### src/sv/cslb_pkg.sv
// ----------------------------------------------------------------------------
// cslb_pkg
// shared constants and types of the capsule line shader
// ----------------------------------------------------------------------------
`default_nettype none
package cslb_pkg;
  localparam int COORD_BITS_DEF = 10;
  localparam int FRAC_BITS_DEF  = 8;
  localparam int PROJ_BITS      = 16;
  localparam int COLOR_BITS     = 8;
  localparam int COV_BITS       = 9;
  localparam int CFG_IDX_BITS   = 3;

  localparam logic [CFG_IDX_BITS-1:0] REG_START_X    = 3'd0;
  localparam logic [CFG_IDX_BITS-1:0] REG_START_Y    = 3'd1;
  localparam logic [CFG_IDX_BITS-1:0] REG_END_X      = 3'd2;
  localparam logic [CFG_IDX_BITS-1:0] REG_END_Y      = 3'd3;
  localparam logic [CFG_IDX_BITS-1:0] REG_HALF_WIDTH = 3'd4;
  localparam logic [CFG_IDX_BITS-1:0] REG_INK_RED    = 3'd5;
  localparam logic [CFG_IDX_BITS-1:0] REG_INK_GREEN  = 3'd6;
  localparam logic [CFG_IDX_BITS-1:0] REG_INK_BLUE   = 3'd7;

  typedef enum logic [1:0] {PROJ_ZERO, PROJ_ONE, PROJ_DIV} proj_t;

  typedef struct packed {
    logic  vld;
    proj_t code;
  } ctl_t;
endpackage
`default_nettype wire

### src/sv/cslb_blend.sv
// ----------------------------------------------------------------------------
// cslb_blend
// coverage from distance and radius, per-channel alpha blend
// ----------------------------------------------------------------------------
`default_nettype none
module cslb_blend import cslb_pkg::*; #(
  parameter int FRAC_BITS = FRAC_BITS_DEF,
  parameter int R         = 22
) (
  input  wire logic                    clk,
  input  wire logic                    rst_n,
  input  wire logic                    vld_i,
  input  wire logic [R-1:0]            dist_i,
  input  wire logic [FRAC_BITS+4:0]    hw_i,
  input  wire logic [3*COLOR_BITS-1:0] old_i,
  input  wire logic [3*COLOR_BITS-1:0] ink_i,
  output logic                         vld_o,
  output logic [3*COLOR_BITS-1:0]      new_o,
  output logic [COV_BITS-1:0]          cov_o
);
  localparam int AW = R + 2;

  logic [2:0] vld_r;
  logic signed [AW-1:0] alpha;
  logic [FRAC_BITS:0] alpha_c;
  logic [FRAC_BITS+8:0] cov_w;
  logic [COV_BITS-1:0] cov1_r, cov2_r;
  logic [3*COLOR_BITS-1:0] old1_r;
  logic [2*COLOR_BITS:0] po_r [3];
  logic [2*COLOR_BITS:0] pi_r [3];
  logic [2*COLOR_BITS+1:0] sum [3];

  always_comb begin
    alpha = AW'(1 << (FRAC_BITS - 1)) + $signed(AW'(hw_i)) - $signed(AW'(dist_i));
    if (alpha[AW-1]) begin
      alpha_c = '0;
    end else if (alpha > $signed(AW'(1 << FRAC_BITS))) begin
      alpha_c = {1'b1, {FRAC_BITS{1'b0}}};
    end else begin
      alpha_c = alpha[FRAC_BITS:0];
    end
    cov_w = {alpha_c, 8'd0} >> FRAC_BITS;
    for (int c = 0; c < 3; c++) sum[c] = {1'b0, po_r[c]} + {1'b0, pi_r[c]};
  end

  always_ff @(posedge clk) begin
    if (!rst_n) begin
      vld_r <= '0;
    end else begin
      vld_r <= {vld_r[1:0], vld_i};
    end
  end

  always_ff @(posedge clk) begin
    cov1_r <= cov_w[COV_BITS-1:0];
    old1_r <= old_i;
    cov2_r <= cov1_r;
    for (int c = 0; c < 3; c++) begin
      po_r[c] <= old1_r[c*COLOR_BITS +: COLOR_BITS] * (COV_BITS'(256) - cov1_r);
      pi_r[c] <= ink_i[c*COLOR_BITS +: COLOR_BITS] * cov1_r;
      new_o[c*COLOR_BITS +: COLOR_BITS] <= sum[c][2*COLOR_BITS-1:COLOR_BITS];
    end
    cov_o <= cov2_r;
  end

  assign vld_o = vld_r[2];
endmodule
`default_nettype wire

### config.mk
export PLATFORM = sky130hd
export DESIGN_NAME = cslb_blend
export DESIGN_NICKNAME = d
export VERILOG_FILES = /design/src/sv/cslb_pkg.sv /design/src/sv/cslb_blend.sv
export SDC_FILE = /design/constraint.sdc
export NUM_CORES = 1
export LEC_CHECK = 0
export BUFFER_PORTS_ARGS = -buffer_cell sky130_fd_sc_hd__clkbuf_2
export CELL_PAD_IN_SITES_DETAIL_PLACEMENT = 2
export CELL_PAD_IN_SITES_GLOBAL_PLACEMENT = 2
export CORE_ASPECT_RATIO = 1.75
export CORE_MARGIN = 2
export CORE_UTILIZATION = 40
export CTS_BUF_LIST = sky130_fd_sc_hd__clkbuf_16
export CTS_CLUSTER_DIAMETER = 60
export DETAILED_ROUTE_END_ITERATION = 7
export HOLD_SLACK_MARGIN = 0.12
export PLACE_DENSITY_LB_ADDON = 0.1
export SLEW_MARGIN = 20
export SYNTH_ARGS = -nofsm -noshare
export SYNTH_HDL_FRONTEND = slang
export SYNTH_SLANG_ARGS = --single-unit
### constraint.sdc
create_clock -name clk -period 7.1 [get_ports clk]
set_clock_uncertainty 0.2 [all_clocks]
set_input_delay 1.42 -clock clk [delete_from_list [all_inputs] [get_ports clk]]
set_output_delay 1.42 -clock clk [all_outputs]
set_load 0.02 [all_outputs]
==> impl_metrics.py <==
metrics = {
    "critical_path": {
        "cp_data_arrival_time_ps": 6470,
        "crit_path_end": "po_r[0][49]",
        "crit_top_cell": "fa_1",
        "reg2reg_depth": 19,
        "max_stage_delay_ps": 550,
        "critPathKind": "reg -> reg",
        "r2r-start": "cov1_r[2]",
        "crit_path_max_fanout": 24,
        "cpMaxStageDelayCell": "fa_1",
        "crit_chain": "buf_4, nor4_2, nor4b_2, xnor2_2, buf_4, nand2_1, fa_1, inv_1, fa_1, inv_1, fa_1, fa_1, inv_1, ha_1, or3_1, o21ai_0, o31ai_1, o41ai_1, xnor2_1",
        "required_ps": 7310,
        "timing.rr.end": "po_r[0][49]",
        "startpoint_type": "flop",
        "rrSetupSlack_ps": 840,
        "cp-startpoint": "cov1_r[2]",
        "end_kind": "flop",
    },
    "die": {
        "core.rowCount": 110,
        "die-height_um": 304,
        "core_region_area_mm2": 0.0512,
        "dieArea_mm2": 0.0534,
        "die-width_um": 176,
        "start_util": 0.403,
        "pin_count": 120,
    },
    "routing": {
        "routed_wl_um": 57600,
        "drt_pass1_iterations": 4,
        "drc_errors": 0,
        "via_count": 15300,
        "postRouteAntennaNets": 0,
        "vias_per_cell": 5.05,
        "first_iter_violations": 371,
        "wire_per_inst_um": 19.0,
    },
    "logic_synthesis": {
        "synth_edf_count": 0,
        "seq_area_frac_synth": 0.169,
        "synth_area_per_cell_um2": 9.14,
        "synth_common_cells": "inv_1 (456), fa_1 (295), and2_1 (267)",
        "async_reset_ff_frac": 0,
        "yosys_warnings": 0,
        "ys_types": 61,
        "ys_ff_latch": 174,
        "synth_top_area_cell": "fa_1",
        "synth_cells": 2254,
        "synth_nets": 2892,
        "synth.area.top_cells": "fa_1 (29%), dfxtp_1 (17%), ha_1 (16%), inv_1 (8.3%), and2_1 (8.1%)",
        "ys.flop_type": "dfxtp_1",
        "synth_area_mm2": 0.0206,
        "synth.most_common_cell": "inv_1",
        "yosysTopAreaCellShare": 0.287,
    },
    "clocking": {
        "cts_hold_buffers": 0,
        "clock_path_buffers": 2,
        "post_cts_resized": 0,
        "postCtsSetupRepairBufs": 0,
        "cts_tree": "done",
        "clkLatencyLatePin_ps": 490,
        "htree_levels": 4,
        "cts_sinks": 174,
        "clk_pin_slew_ps": 80,
        "cts_root_buf": "clkbuf_16",
        "cts_made_buffers": 17,
    },
    "global_route": {
        "grt_max_degree": 51,
        "grt-ovfl-total": 0,
        "grtUsageMet3": 0.0261,
        "grt_antenna_before_repair": 3,
        "grt_pass1_wl_um": 95600,
        "met1_usage": 0.237,
        "met2_usage": 0.472,
        "grt_usage": 0.229,
        "grt_pass1_vias": 18700,
        "grt_busiest_layer": "met2",
    },
    "sta": {
        "post-route-min-period_ps": 6260,
        "finalSetupViolations": 0,
        "max_freq_mhz": 160,
        "setup_tns_ps": 0,
        "worst_slew_pin_slew_ps": 833,
        "period_share": 0.882,
        "hold_viol_final": 0,
        "relSlewSlack": 0.441,
        "rsz0062_at_grt": "false",
        "slew_violations": 0,
        "worst_slack_ps": 839,
    },
    "placement": {
        "dpl_worst_slack_ps": 834,
        "place_hpwl_um": 47300,
        "routabilityCongestion": 0.797,
        "place_area_mm2": 0.0220,
        "portBuffers": 119,
    },
    "flow_run": {
        "max-cap-violations": 0,
    },
    "cells_and_area": {
        "area.growth.synth_to_final_pct": 9.77,
        "nets": 2980,
        "final_area_mm2": 0.0226,
        "post-route-util": 0.442,
        "drive_above_1_share": 0.0820,
    },
    "power_and_ir_drop": {
        "power.density_mw_per_mm2": 103,
        "p_leak_nw": 11.9,
        "irDropWorstVdd_mv": 0.181,
    },
    "status": {
        "status": "finished clean",
    },
    "hold_path": {
        "worstHoldPathType": "reg -> reg",
        "holdPathStages": 0,
    },
}
## power breakdown
part | internal (mW) | switching, mW
clock network | 0.487 | 0.544
logic | 0.105 | 0.162
registers | 0.998 | 0.0306
## metrics by stage
stage | hold WS (ps) | std cells | power (mW)
detailed placement | 115 | 2995 | 1.33
finish | 138 | 3028 | 2.33
global route | 144 | 3027 | 2.44
floorplan | 110 | 2254 | 1.21
global placement | 115 | 2995 | 1.31
CTS | 139 | 3027 | 2.38
## sequential cells by signal (all words and copies together), names as in the netlist
name and count:
cov2_r 9, vld_r 3, new_o 24, old1_r 24, pi_r 48, po_r 48
cov1_r 9, cov_o 9
## cells in the final DEF (no fill, tap or decap), types with 8 or more instances in the layout
| master | count |
|---|---|
| inv_1 | 456 |
| fa_1 | 295 |
| and2_1 | 267 |
| ha_1 | 257 |
| nand2_1 | 223 |
| dfxtp_1 | 173 |
| clkbuf_2 | 119 |
| xnor2_1 | 106 |
| a21oi_1 | 63 |
| nor2_1 | 54 |
| o21ai_0 | 31 |
| nor3_1 | 30 |
| xor2_1 | 25 |
| a21o_1 | 21 |
| o21a_1 | 19 |
| clkbuf_16 | 17 |
| buf_4 | 17 |
| nor2b_1 | 14 |
| nand3_1 | 14 |
| or3_1 | 10 |
| nand4_1 | 9 |
| o211ai_1 | 8 |
## worst max-delay path, delay by kind of cell (launching register included)
family	cells	cell delay (ps)
AND/OR/NAND/NOR	4	1360
XOR/XNOR	2	340
adder cells (fa/ha/maj)	5	2400
AO/OA/AOI/OAI	3	740
buffers and inverters	5	750
flip-flops	1	380
## kinds of logic after synthesis
kind of cell | after synthesis | synth area share
buffers and inverters | 523 | 0.0954
flip-flops | 174 | 0.169
adder cells (fa/ha/maj) | 552 | 0.443
AND/OR/NAND/NOR | 659 | 0.166
AO/OA/AOI/OAI | 206 | 0.0673
XOR/XNOR | 138 | 0.0586
multiplexers | 2 | 0.000971
## layer usage
layer	wire [µm]	share of wire
met1	21200	0.37
met2	34000	0.59
met3	1240	0.022
met4	1120	0.019
met5	0	0
## final cells by class
class | instances | area [µm²]
multi-input cells | 1557 | 15200
well taps | 672 | 841
repair buffers | 136 | 723
fillers | 5739 | 28600
inverters | 456 | 1710
clock inverters | 15 | 209
diodes | 1 | 2.50
flip-flops and latches | 174 | 3480
clock buffers | 17 | 425
## how the worst min path moves through the flow
| stage | start | to | slack [ps] |
|---|---|---|---|
| after floorplan | cov2_r[0] | cov_o[0] | 110 |
| after global placement | cov2_r[7] | cov_o[7] | 110 |
| after detailed placement | cov2_r[7] | cov_o[7] | 110 |
| after CTS | cov2_r[7] | cov_o[7] | 140 |
| after global routing | cov2_r[7] | cov_o[7] | 140 |
| final | cov2_r[7] | cov_o[7] | 140 |
(Power assumes the default switching activity.)
