$ cat src/sv/cslb_pkg.sv
// ----------------------------------------------------------------------------
// cslb_pkg
// shared constants and types of the capsule line shader
// ----------------------------------------------------------------------------
`default_nettype none
package cslb_pkg;
  localparam int COORD_BITS_DEF = 10;
  localparam int FRAC_BITS_DEF  = 8;
  localparam int PROJ_BITS      = 16;
  localparam int COLOR_BITS     = 8;
  localparam int COV_BITS       = 9;
  localparam int CFG_IDX_BITS   = 3;

  localparam logic [CFG_IDX_BITS-1:0] REG_START_X    = 3'd0;
  localparam logic [CFG_IDX_BITS-1:0] REG_START_Y    = 3'd1;
  localparam logic [CFG_IDX_BITS-1:0] REG_END_X      = 3'd2;
  localparam logic [CFG_IDX_BITS-1:0] REG_END_Y      = 3'd3;
  localparam logic [CFG_IDX_BITS-1:0] REG_HALF_WIDTH = 3'd4;
  localparam logic [CFG_IDX_BITS-1:0] REG_INK_RED    = 3'd5;
  localparam logic [CFG_IDX_BITS-1:0] REG_INK_GREEN  = 3'd6;
  localparam logic [CFG_IDX_BITS-1:0] REG_INK_BLUE   = 3'd7;

  typedef enum logic [1:0] {PROJ_ZERO, PROJ_ONE, PROJ_DIV} proj_t;

  typedef struct packed {
    logic  vld;
    proj_t code;
  } ctl_t;
endpackage
`default_nettype wire

$ cat src/sv/cslb_front.sv
// ----------------------------------------------------------------------------
// cslb_front
// offsets from segment start, dot product, squared length, projection class
// ----------------------------------------------------------------------------
`default_nettype none
module cslb_front import cslb_pkg::*; #(
  parameter int COORD_BITS = COORD_BITS_DEF,
  parameter int FRAC_BITS  = FRAC_BITS_DEF,
  parameter int SIDE_W     = 24
) (
  input  wire logic                            clk,
  input  wire logic                            rst_n,
  input  wire logic                            vld_i,
  input  wire logic [COORD_BITS-1:0]           px_i,
  input  wire logic [COORD_BITS-1:0]           py_i,
  input  wire logic [COORD_BITS+FRAC_BITS-1:0] sx_i,
  input  wire logic [COORD_BITS+FRAC_BITS-1:0] sy_i,
  input  wire logic [COORD_BITS+FRAC_BITS-1:0] ex_i,
  input  wire logic [COORD_BITS+FRAC_BITS-1:0] ey_i,
  input  wire logic [SIDE_W-1:0]               side_i,
  output ctl_t                                 ctl_o,
  output logic [2*(COORD_BITS+FRAC_BITS+1)-1:0] dot_o,
  output logic [2*(COORD_BITS+FRAC_BITS+1)-1:0] len2_o,
  output logic signed [COORD_BITS+FRAC_BITS:0] pax_o,
  output logic signed [COORD_BITS+FRAC_BITS:0] pay_o,
  output logic signed [COORD_BITS+FRAC_BITS:0] bax_o,
  output logic signed [COORD_BITS+FRAC_BITS:0] bay_o,
  output logic [SIDE_W-1:0]                    side_o
);
  localparam int D  = COORD_BITS + FRAC_BITS + 1;
  localparam int LW = 2 * D;
  localparam int DW = 2 * D + 1;

  logic [2:0] vld_r;
  logic signed [D-1:0] pax_a_r, pay_a_r, bax_a_r, bay_a_r;
  logic signed [D-1:0] pax_b_r, pay_b_r, bax_b_r, bay_b_r;
  logic signed [LW-1:0] p1_r, p2_r, q1_r, q2_r;
  logic [SIDE_W-1:0] side_a_r, side_b_r;
  logic signed [DW-1:0] dot_nxt;
  logic [LW-1:0] len2_nxt;
  proj_t code_nxt, code_r;

  always_comb begin
    dot_nxt  = DW'(p1_r) + DW'(p2_r);
    len2_nxt = LW'(q1_r) + LW'(q2_r);
    if (len2_nxt == '0 || dot_nxt[DW-1] || dot_nxt == '0) begin
      code_nxt = PROJ_ZERO;
    end else if (dot_nxt >= $signed({1'b0, len2_nxt})) begin
      code_nxt = PROJ_ONE;
    end else begin
      code_nxt = PROJ_DIV;
    end
  end

  always_ff @(posedge clk) begin
    if (!rst_n) begin
      vld_r <= '0;
    end else begin
      vld_r <= {vld_r[1:0], vld_i};
    end
  end

  always_ff @(posedge clk) begin
    pax_a_r  <= $signed({1'b0, px_i, {FRAC_BITS{1'b0}}}) - $signed({1'b0, sx_i});
    pay_a_r  <= $signed({1'b0, py_i, {FRAC_BITS{1'b0}}}) - $signed({1'b0, sy_i});
    bax_a_r  <= $signed({1'b0, ex_i}) - $signed({1'b0, sx_i});
    bay_a_r  <= $signed({1'b0, ey_i}) - $signed({1'b0, sy_i});
    side_a_r <= side_i;
    p1_r     <= pax_a_r * bax_a_r;
    p2_r     <= pay_a_r * bay_a_r;
    q1_r     <= bax_a_r * bax_a_r;
    q2_r     <= bay_a_r * bay_a_r;
    pax_b_r  <= pax_a_r;
    pay_b_r  <= pay_a_r;
    bax_b_r  <= bax_a_r;
    bay_b_r  <= bay_a_r;
    side_b_r <= side_a_r;
    dot_o    <= dot_nxt[LW-1:0];
    len2_o   <= len2_nxt;
    code_r   <= code_nxt;
    pax_o    <= pax_b_r;
    pay_o    <= pay_b_r;
    bax_o    <= bax_b_r;
    bay_o    <= bay_b_r;
    side_o   <= side_b_r;
  end

  assign ctl_o.vld  = vld_r[2];
  assign ctl_o.code = code_r;
endmodule
`default_nettype wire

$ cat config.mk
export PLATFORM = sky130hd
export DESIGN_NAME = cslb_front
export DESIGN_NICKNAME = d
export VERILOG_FILES = /design/src/sv/cslb_pkg.sv /design/src/sv/cslb_front.sv
export SDC_FILE = /design/constraint.sdc
export NUM_CORES = 2
export LEC_CHECK = 0
export BUFFER_PORTS_ARGS = -buffer_cell sky130_fd_sc_hd__buf_2
export CAP_MARGIN = 10
export CORE_UTILIZATION = 45
export CTS_BUF_LIST = sky130_fd_sc_hd__clkbuf_8
export DETAILED_ROUTE_END_ITERATION = 16
export PLACE_DENSITY = 0.69
export SETUP_SLACK_MARGIN = 0.4
export SYNTH_ARGS = -nofsm -noshare
export SYNTH_HDL_FRONTEND = slang
export SYNTH_SLANG_ARGS = --single-unit
$ cat constraint.sdc
create_clock -name clk -period 11.7 [get_ports clk]
set_input_delay 1.17 -clock clk [delete_from_list [all_inputs] [get_ports clk]]
set_output_delay 1.17 -clock clk [all_outputs]
set_load 0.1 [all_outputs]
==> qor.yml <==
synth_adder_area_share_pct: 52.42
fin_worst_skew_ps: 50.23
tightest_slew_ps: 1287
timing.critical_path.cells: "buf_4 -> nand2_1 -> fa_1 -> inv_1 -> fa_1 -> inv_1 -> fa_1 -> inv_1 -> fa_1 -> fa_1 -> fa_1 -> fa_1 -> ha_1 -> and3_1 -> and3_1 -> a2111oi_2 -> o21ai_0 -> o2111a_1 -> o2111ai_1 -> nand2_1 -> a221o_1 -> a21oi_1 -> xnor2_1"
crit_slowest_cell: "dfxtp_1"
synth.yosys.warnings: 0
synth.mux.area_fraction_pct: 0.1174
wire_length_per_cell_um: 17.00
drc: 0
routed-via-count: 48060
postCtsHoldBufs: 0
syn_area_mm2: 0.06925
floorplan.initialDensity_pct: 45.48
yosys-top-cells-count: "inv_1, fa_1, ha_1, nand2_1, dfxtp_1"
total_number_of_placement_rows: 143
outcome: "complete, no violations"
ff2ff_path_depth: 23
synth.ff_latch_count: 529
final_net_count: 9524
synth_cell_type_count: 79
yosys_most_used_dff: "dfxtp_1"
slew_violations: 0
drt-initial-drc-count: 2815
yosysTopAreaCellShare_pct: 40.59
synth_area_leaders: "fa_1, dfxtp_1, ha_1"
timing.max_slew.rel_slack_pct: 13.51
syn_inst: 7109
post_synth_and_or_nand_nor_area_fraction_pct: 12.02
r2r_start: "bay_a_r[15]$_DFF_P_"
port_buffers: 297
post_route_cells_drive_above_1_share_pct: 7.475
clock_insertion_delay_worst_skew_ps: 820
syn-mean-instance-area_um2: 9.741
capture_instance_of_the_worst_register_to_register_path: "q2_r[37]$_DFF_P_"
crit_required_ps: 12420
clk_transition_reported_paths_ps: 60
drv_cap: 0
grt_start_max_net_pins: 43
synth-compound-area-share_pct: 6.662
timing_worst_setup_path_type: "register to register"
grt_overflow: 0
worst_ep_arrival_time_ps: 8800
cts_root_buf: "clkbuf_8"
max_freq_mhz: 123.8
critPathLaunch: "bay_a_r[15]$_DFF_P_"
synthXorXnorAreaFrac_pct: 3.554
combinational_family_with_the_most_area_after_synthesis: "adder cells"
multiInputGateArea_mm2: 0.05180
seq_area_mm2: 0.01059
fin_crit_sh_pct: 69.02
floorplan.die.height_um: 394.3
worst_setup_path_start_kind: "register"
cts_max_path_buffers: 3
holdCritPathClass: "register to register"
floorplan.core_area_mm2: 0.1523
finalCriticalPeriod_ps: 8075
cts-buffers-inserted: 95
firstDrtPassIters: 6
die_area_mm2: 0.1555
r2r_slack_ps: 3630
final_antenna_net_count: 0
postSynthNetCount: 9287
post_synth_edffs: 0
grt_antenna_before_repair: 4
synth_sequential_area_ratio_pct: 15.29
timing_hold_violations_final: 0
critical_path_peak_fanout: 21
finalSetupViolations: 0
timing.critical_path.to_type: "register"
die_width_um: 394.3
max_incr_delay_on_cp_ps: 850
synth_largest_area_cell: "fa_1"
layout.filler_cells: 13950
grt_pass1_vias: 51990
boundaryPins: 298
route.detailed.vias_per_inst: 5.081
worstSetupEndpoint: "q2_r[37]$_DFF_P_"
clock_tree_from_tritoncts: "done"
htreeDepth: 3
synthArstFlopShare_pct: 0
cts.repair.resized: 0
grt_first_pass_wirelength_um: 268800
synthMostInstantiatedCell: "inv_1"
setup_repair_after_global_routing_missed_its_margin: "false"
finalWirelength_um: 160800
synthToLayoutAreaGrowth_pct: 8.539
critical_path.most_common_cell: "fa_1"
groute.usage.overall_pct: 21.67
postCtsSetupBuffers: 0
finalSetupTns_ps: 0
clkSinkCount: 529
hpwl_um: 129000
gp_congestion: 0.9379
through the flow:
| step | hold WS (ps) | setup slack [ps] | cells | utilization [%] | instance area, um^2 |
|---|---|---|---|---|---|
| floorplan | 309.6 | 4703 | 7109 | - | 69250 |
| global placement | 309.7 | 3734 | 9278 | 47.89 | 72920 |
| detailed placement | 312.1 | 3611 | 9278 | 47.89 | 72920 |
| CTS | 296.8 | 3570 | 9454 | 49.35 | 75140 |
| global route | 328.0 | 3128 | 9456 | 49.36 | 75150 |
| finish | 316.9 | 3625 | 9459 | 49.36 | 75160 |
layout make-up:
cell class              count  share of cell area, %
well taps                2030                  3.379
diodes                      4                0.01332
clock buffers             112                  2.051
flip-flops and latches    529                  14.09
clock inverters            64                 0.9139
inverters                1612                  8.050
repair buffers            358                  2.584
multi-input cells        4750                  68.92
metal layers:
metal / global-route usage (%) / vias up / part of all wire (%)
met1: 29.56 / 24540 / 44
met4: 7.310 / 0 / 3.2
met2: 35.32 / 1186 / 47
met5: 0 / - / 0
li1: - / 22090 / -
met3: 3.150 / 250 / 5.9
worst max-delay path, delay by kind of cell, from the launching register on:
| kind | cells | cell delay (ps) |
|---|---|---|
| xor+xnor | 1 | 130 |
| compound gates | 6 | 2010 |
| fa+ha+maj | 8 | 3820 |
| buf+inv | 4 | 530 |
| flops | 1 | 850 |
| simple gates | 4 | 650 |
cell families after synthesis:
kind of cell,Yosys count
buffers and inverters,1830
DFF,529
adders and majority gates,2059
and+or+nand+nor,1694
AOI/OAI and AO/OA,708
muxes,8
xor gates and xnor gates,281
flip-flops by register name (all words and copies together) (netlist names), 24 cells and up:
register  flops
dot_o        38
len2_o       38
p1_r         38
p2_r         38
q1_r         37
q2_r         37
side_a_r     24
side_b_r     24
side_o       24
how the worst min path moves through the flow:
stage / cells past startpoint / end / startpoint
2_1_floorplan: 0 / bax_o[10]$_DFF_P_ / bax_b_r[10]$_DFF_P_
3_3_place_gp: 0 / side_o[17]$_DFF_P_ / side_b_r[17]$_DFF_P_
3_5_place_dp: 0 / bax_o[6]$_DFF_P_ / bax_b_r[6]$_DFF_P_
4_1_cts: 0 / side_b_r[10]$_DFF_P_ / side_a_r[10]$_DFF_P_
5_1_grt: 0 / side_b_r[10]$_DFF_P_ / side_a_r[10]$_DFF_P_
6_report: 0 / side_b_r[10]$_DFF_P_ / side_a_r[10]$_DFF_P_
cell usage in the layout, fill, tap and decap left out, types with 78 or more instances in the layout:
| cell | instances |
|---|---|
| a21oi_1 | 208 |
| xor2_1 | 78 |
| and2_1 | 500 |
| o21ai_0 | 122 |
| ha_1 | 655 |
| a21o_1 | 99 |
| xnor2_1 | 203 |
| dfxtp_1 | 529 |
| clkbuf_8 | 112 |
| buf_2 | 297 |
| inv_1 | 1628 |
| nand2_1 | 645 |
| fa_1 | 1404 |
| nor2_1 | 245 |
Power is not shown: default switching activity piles up to over one toggle a cycle in this logic, so the estimate is an artifact.
