<file path="src/sv/cslb_pkg.sv">
// ----------------------------------------------------------------------------
// cslb_pkg
// shared constants and types of the capsule line shader
// ----------------------------------------------------------------------------
`default_nettype none
package cslb_pkg;
  localparam int COORD_BITS_DEF = 10;
  localparam int FRAC_BITS_DEF  = 8;
  localparam int PROJ_BITS      = 16;
  localparam int COLOR_BITS     = 8;
  localparam int COV_BITS       = 9;
  localparam int CFG_IDX_BITS   = 3;

  localparam logic [CFG_IDX_BITS-1:0] REG_START_X    = 3'd0;
  localparam logic [CFG_IDX_BITS-1:0] REG_START_Y    = 3'd1;
  localparam logic [CFG_IDX_BITS-1:0] REG_END_X      = 3'd2;
  localparam logic [CFG_IDX_BITS-1:0] REG_END_Y      = 3'd3;
  localparam logic [CFG_IDX_BITS-1:0] REG_HALF_WIDTH = 3'd4;
  localparam logic [CFG_IDX_BITS-1:0] REG_INK_RED    = 3'd5;
  localparam logic [CFG_IDX_BITS-1:0] REG_INK_GREEN  = 3'd6;
  localparam logic [CFG_IDX_BITS-1:0] REG_INK_BLUE   = 3'd7;

  typedef enum logic [1:0] {PROJ_ZERO, PROJ_ONE, PROJ_DIV} proj_t;

  typedef struct packed {
    logic  vld;
    proj_t code;
  } ctl_t;
endpackage
`default_nettype wire

</file>
<file path="src/sv/cslb_div.sv">
// ----------------------------------------------------------------------------
// cslb_div
// pipelined restoring divider, one quotient bit per stage
// ----------------------------------------------------------------------------
`default_nettype none
module cslb_div import cslb_pkg::*; #(
  parameter int LW     = 38,
  parameter int SIDE_W = 24
) (
  input  wire logic              clk,
  input  wire logic              rst_n,
  input  ctl_t                   ctl_i,
  input  wire logic [LW-1:0]     dot_i,
  input  wire logic [LW-1:0]     den_i,
  input  wire logic [SIDE_W-1:0] side_i,
  output logic                   vld_o,
  output logic [PROJ_BITS:0]     t_o,
  output logic [SIDE_W-1:0]      side_o
);
  localparam int N = PROJ_BITS;

  logic          vld_r  [N];
  proj_t         code_r [N];
  logic [LW-1:0] rem_r  [N];
  logic [LW-1:0] den_r  [N];
  logic [N-1:0]  q_r    [N];
  logic [SIDE_W-1:0] side_r [N];

  logic          vld_in  [N];
  proj_t         code_in [N];
  logic [LW-1:0] rem_in  [N];
  logic [LW-1:0] den_in  [N];
  logic [N-1:0]  q_in    [N];
  logic [SIDE_W-1:0] side_in [N];
  logic [LW:0]   r2      [N];

  always_comb begin
    for (int i = 0; i < N; i++) begin
      if (i == 0) begin
        vld_in[i]  = ctl_i.vld;
        code_in[i] = ctl_i.code;
        rem_in[i]  = dot_i;
        den_in[i]  = den_i;
        q_in[i]    = '0;
        side_in[i] = side_i;
      end else begin
        vld_in[i]  = vld_r[i-1];
        code_in[i] = code_r[i-1];
        rem_in[i]  = rem_r[i-1];
        den_in[i]  = den_r[i-1];
        q_in[i]    = q_r[i-1];
        side_in[i] = side_r[i-1];
      end
      r2[i] = {rem_in[i], 1'b0};
    end
  end

  always_ff @(posedge clk) begin
    if (!rst_n) begin
      for (int i = 0; i < N; i++) vld_r[i] <= 1'b0;
    end else begin
      for (int i = 0; i < N; i++) vld_r[i] <= vld_in[i];
    end
  end

  always_ff @(posedge clk) begin
    for (int i = 0; i < N; i++) begin
      code_r[i] <= code_in[i];
      den_r[i]  <= den_in[i];
      side_r[i] <= side_in[i];
      if (r2[i] >= {1'b0, den_in[i]}) begin
        rem_r[i] <= LW'(r2[i] - {1'b0, den_in[i]});
        q_r[i]   <= {q_in[i][N-2:0], 1'b1};
      end else begin
        rem_r[i] <= r2[i][LW-1:0];
        q_r[i]   <= {q_in[i][N-2:0], 1'b0};
      end
    end
  end

  always_comb begin
    case (code_r[N-1])
      PROJ_ZERO: t_o = '0;
      PROJ_ONE:  t_o = {1'b1, {N{1'b0}}};
      PROJ_DIV:  t_o = {1'b0, q_r[N-1]};
      default:   t_o = '0;
    endcase
  end

  assign vld_o  = vld_r[N-1];
  assign side_o = side_r[N-1];
endmodule
`default_nettype wire

</file>
<file path="config.mk">
export PLATFORM = sky130hd
export DESIGN_NAME = cslb_div
export DESIGN_NICKNAME = d
export VERILOG_FILES = /design/src/sv/cslb_pkg.sv /design/src/sv/cslb_div.sv
export SDC_FILE = /design/constraint.sdc
export NUM_CORES = 2
export LEC_CHECK = 0
export BUFFER_PORTS_ARGS = -buffer_cell sky130_fd_sc_hd__buf_2
export CAP_MARGIN = 20
export CORE_MARGIN = 10
export CORE_UTILIZATION = 60
export CTS_CLUSTER_SIZE = 10
export DETAILED_ROUTE_END_ITERATION = 10
export PLACE_DENSITY_LB_ADDON = 0.1
export SLEW_MARGIN = 10
export SYNTH_ARGS = -nofsm -noshare
export SYNTH_HDL_FRONTEND = slang
export SYNTH_SLANG_ARGS = --single-unit
</file>
<file path="constraint.sdc">
create_clock -name clk -period 6.5 [get_ports clk]
set_clock_uncertainty 0.1 [all_clocks]
set_input_delay 0.65 -clock clk [delete_from_list [all_inputs] [get_ports clk]]
set_output_delay 0.65 -clock clk [all_outputs]
set_load 0.02 [all_outputs]
</file>
==> impl_results.md <==
- Result of the run: completed
- Drt pass-1 iters: 6
- Maximum fanout count along the critical path: 54
- Standard-cell rows: between 100 and 150
- Peak VDD IR: 323 uV
- Net count after synthesis: between 8,000 and 9,000
- Final global-route overflow total: 0
- Start point of the critical path: den_r[0][191]
- Share of post-route cells with drive strength above 1: around 8.4%
- Maximum cell stage delay along the critical path: ~0.84 ns
- CTS H-tree depth: 4
- Fmax: 0.219 GHz
- Ys Warns: 0
- Share of the synthesized area in the top cell type: between 40% and 50%
- Worst R2R Start: den_r[0][191]
- Post-CTS Resized: 0
- Dominant cells by area after synthesis: sky130_fd_sc_hd__dfxtp_1 (47%), sky130_fd_sc_hd__ha_1 (10%), sky130_fd_sc_hd__a21oi_1 (4.7%)
- Skew-Pair Late Insertion Delay: between 0.8 and 0.9 ns
- Static leakage power: between 30 and 40 nW
- TritonCTS Buffers: approximately 190
- DRC violation count after routing: 0
- Clock sinks: approximately 1,700
- Total count of max-transition violations in the final report: 0
- Number of global-route vias before repair: approximately 54,000
- Number of cells on the worst reg-to-reg path: 14
- Cell chosen for the clock root: sky130_fd_sc_hd__clkbuf_16
- Port-buffer cells: 146
- Setup Fix Bufs, Post-CTS: 0
- Total Neg Setup Slack: 0 ns
- Wire length of the first global-routing pass: 262,000 um
- Height of the die: 369 um
- Number of I/O pins: between 100 and 150
- Register-to-Register Setup Slack: around 1.9 ns
- CP required: a little over 7 ns
- Final Routed Wirelength: around 160,000 um
- Clock tree buffer depth: 3
- Worst r2r dst: rem_r[0][232]
- Launching element type of the critical path: register
- Mean number of vias per cell: 5.50
- Count of distinct cell types in the synthesized netlist: between 90 and 100
- Critical path buffers and inverters: 3
- Weighted congestion reported at the end of routability-driven placement: around 1
- Category of the most critical setup path: register to register
- Sequential cell area fraction in the yosys report: approximately 47%
- Total standard cell area after synthesis: 73,000 um^2
- Share of the clock period used by the worst path after layout: a little over two thirds
- Worst setup EP type: register
- Final-report hold violation count: 0
- Clk pin slew, worst setup/hold paths: 0.06 ns
- Cell depth of the worst setup path: 14
- Cell type with the largest total area after synthesis: sky130_fd_sc_hd__dfxtp_1
- Worst-margin pin slew: around 1.1 ns
- Count of flip-flops with a built-in enable after synthesis: 0
- CTS tree: done
- Overall die area: 136,000 um^2
- GRT Resource Usage Total: 23.3%
- Number of nets with antenna violations after detailed routing: 0
- Final setup fails: 0
- Initial antenna violation count: 3
- HPWL Detailed: approximately 120,000 um
- Average instance area after synthesis: 9.56 um^2
- Worst hold slack across all endpoints: 0.0615 ns
- Area delta synth->final: 11.8%
- Core Footprint: around 120,000 um^2
- Remaining max-slew budget at the tightest pin: ~27%
- Layout net count: 8,629
- Crit path to: rem_r[0][232]
- Series of cell instances along the critical path: inv_1 -> ha_1 -> nor2b_1 -> o21ai_0 -> a21oi_1 -> nor2_1 -> o21ai_1 -> a221oi_1 -> buf_4 -> o21ai_1 -> a31oi_1 -> o211ai_1 -> buf_4 -> mux2_2
- Minimum period implied by the final worst setup slack: approximately 4.6 ns
- Share of flip-flops with an asynchronous set or reset: 0%
- Maximum number of pins on one net before global-route repair: 72
- Die Width: 369 um
- Flip-flop and latch count after synthesis: about 1,700
- Cell class contributing the biggest share of worst-path delay: compound AO/OA/AOI/OAI gates
- Crit path arrival time: roughly 5.1 ns
- Starting density of the core: between 60 and 70%
- Number of vias after detailed routing: about 53,000
- Worst min-delay path class: input port to register
- Number of design-rule violations left by the first detailed-router iteration: between 2,000 and 2,500
- Slowest cell on the critical path: sky130_fd_sc_hd__o211ai_1
- Average wire per standard cell: 17.0 um
- Count of mapped cells out of synthesis: 7,633
- Setup repair after global routing missed its margin: no
- Total power divided by cell area: 547 nW/um^2
- Max-cap violation count: 0
- Main flop type after synthesis: sky130_fd_sc_hd__dfxtp_1
-- power breakdown --
group	internal, W	switching [W]	total, W
Sequential	0.0132	0.00130	0.0145
Clock	0.00544	0.00395	0.00938
Combinational	0.00914	0.0116	0.0207
Total	0.0278	0.0168	0.0446
-- flip-flops by register name (all words and copies together) (netlist names) --
signal	flops
rem_r	570
q_r	136
code_r	32
side_r	384
den_r	570
vld_r	16
-- cells by family after synthesis --
logic type / Yosys count / synth area share, %
AO/OA/AOI/OAI: 2048 / 17.7
XOR/XNOR: 497 / 5.96
adder cells (fa/ha/maj): 624 / 10.8
buffers and inverters: 960 / 5.08
flip-flops: 1708 / 46.8
multiplexers: 209 / 3.29
AND/OR/NAND/NOR: 1587 / 10.3
-- area by class of cell --
cell class | instances | area, um^2
clock inverter | 17 | 348
fill | 9402 | 38800
tap | 1612 | 2020
timing repair buffer | 275 | 1980
clock buffer | 225 | 5050
antenna | 6 | 15.0
inverter | 757 | 2840
sequential | 1708 | 34200
multi-input combinational | 4965 | 35200
-- how the worst min path moves through the flow --
| stage | end | from | cells past startpoint |
|---|---|---|---|
| after global placement | side_r[1][191] | side_r[1][167] | 0 |
| after floorplan | code_r[0][10] | code_r[0][8] | 0 |
| after detailed placement | code_r[0][7] | code_r[0][5] | 0 |
| final | rem_r[0][5] | dot_i[4] | 3 |
| after global routing | rem_r[0][5] | dot_i[4] | 3 |
| after CTS | rem_r[0][5] | dot_i[4] | 3 |
-- metrics by stage --
step	total power, W	area (um^2)	setup WS (ns)	utilization (%)	cells
global route	0.0479	81600	1.57	67.8	9564
CTS	0.0447	81600	1.91	67.8	9558
detailed placement	0.0351	75200	1.91	62.4	9216
finish	0.0446	81600	1.94	67.8	9565
global placement	0.0348	75200	1.92	62.4	9215
floorplan	0.0305	73000	2.94	-	7633
-- worst min-delay path: stages --
cell                      delay, ns
sky130_fd_sc_hd__buf_2         0.13
sky130_fd_sc_hd__nor2_1        0.10
sky130_fd_sc_hd__a21oi_1       0.05
-- what timing repair did --
item                                   CTS  global route
setup endpoints to repair                0             0
hold buffers                           100             0
endpoints found under the hold margin  101             0
-- cell usage in the layout (no fill, tap or decap), types with 24 or more instances in the layout --
master,Yosys,routed
sky130_fd_sc_hd__o21bai_1,100,100
sky130_fd_sc_hd__dlygate4sd3_1,0,100
sky130_fd_sc_hd__buf_2,35,147
sky130_fd_sc_hd__nor3_1,64,64
sky130_fd_sc_hd__xor2_1,203,203
sky130_fd_sc_hd__a31oi_1,57,56
sky130_fd_sc_hd__inv_1,754,754
sky130_fd_sc_hd__nand2_1,451,451
sky130_fd_sc_hd__o21ai_0,428,428
sky130_fd_sc_hd__o21a_1,74,74
sky130_fd_sc_hd__a21oi_1,681,681
sky130_fd_sc_hd__nor2b_1,86,85
sky130_fd_sc_hd__clkbuf_1,153,24
sky130_fd_sc_hd__xnor2_1,294,294
sky130_fd_sc_hd__and2_1,58,58
sky130_fd_sc_hd__nor2_1,473,471
sky130_fd_sc_hd__and3_1,53,53
sky130_fd_sc_hd__a21o_1,356,355
sky130_fd_sc_hd__o31ai_1,39,39
sky130_fd_sc_hd__ha_1,609,609
sky130_fd_sc_hd__nand2b_1,60,59
sky130_fd_sc_hd__dfxtp_1,1708,1708
sky130_fd_sc_hd__clkbuf_16,0,195
sky130_fd_sc_hd__o211ai_1,24,24
sky130_fd_sc_hd__nand3_1,111,111
sky130_fd_sc_hd__mux2_2,188,188
sky130_fd_sc_hd__nand4_1,114,114
sky130_fd_sc_hd__buf_4,4,25
sky130_fd_sc_hd__a211oi_1,45,45
-- routing by layer --
metal	track usage, %	wire [um]	up-vias
met5	0	0	-
met4	15.9	11500	0
met3	3.14	5140	511
met2	44.5	84100	1279
met1	23.1	61800	24000
li1	-	-	26800
-- synthesized netlist by cell type (14+ instances only) --
| master | number |
|---|---|
| sky130_fd_sc_hd__and4_1 | 15 |
| sky130_fd_sc_hd__nor2_1 | 473 |
| sky130_fd_sc_hd__nor2b_1 | 86 |
| sky130_fd_sc_hd__xor2_1 | 203 |
| sky130_fd_sc_hd__mux2_2 | 188 |
| sky130_fd_sc_hd__nand3_1 | 111 |
| sky130_fd_sc_hd__dfxtp_1 | 1708 |
| sky130_fd_sc_hd__a21oi_1 | 681 |
| sky130_fd_sc_hd__o31ai_1 | 39 |
| sky130_fd_sc_hd__o21bai_1 | 100 |
| sky130_fd_sc_hd__nand2b_1 | 60 |
| sky130_fd_sc_hd__fa_1 | 15 |
| sky130_fd_sc_hd__o21ai_0 | 428 |
| sky130_fd_sc_hd__a221oi_1 | 16 |
| sky130_fd_sc_hd__nand2_1 | 451 |
| sky130_fd_sc_hd__o21a_1 | 74 |
| sky130_fd_sc_hd__and3_1 | 53 |
| sky130_fd_sc_hd__o21ai_1 | 16 |
| sky130_fd_sc_hd__nand4_1 | 114 |
| sky130_fd_sc_hd__a31oi_1 | 57 |
| sky130_fd_sc_hd__o31a_1 | 14 |
| sky130_fd_sc_hd__mux2_4 | 14 |
| sky130_fd_sc_hd__or2_2 | 19 |
| sky130_fd_sc_hd__and2_1 | 58 |
| sky130_fd_sc_hd__a21o_1 | 356 |
| sky130_fd_sc_hd__nor3_1 | 64 |
| sky130_fd_sc_hd__o211ai_1 | 24 |
| sky130_fd_sc_hd__or3_1 | 23 |
| sky130_fd_sc_hd__inv_1 | 754 |
| sky130_fd_sc_hd__buf_2 | 35 |
| sky130_fd_sc_hd__clkbuf_1 | 153 |
| sky130_fd_sc_hd__nor4_1 | 19 |
| sky130_fd_sc_hd__ha_1 | 609 |
| sky130_fd_sc_hd__xnor2_1 | 294 |
| sky130_fd_sc_hd__a211oi_1 | 45 |
No activity file was read; power rests on OpenSTA's default activity.
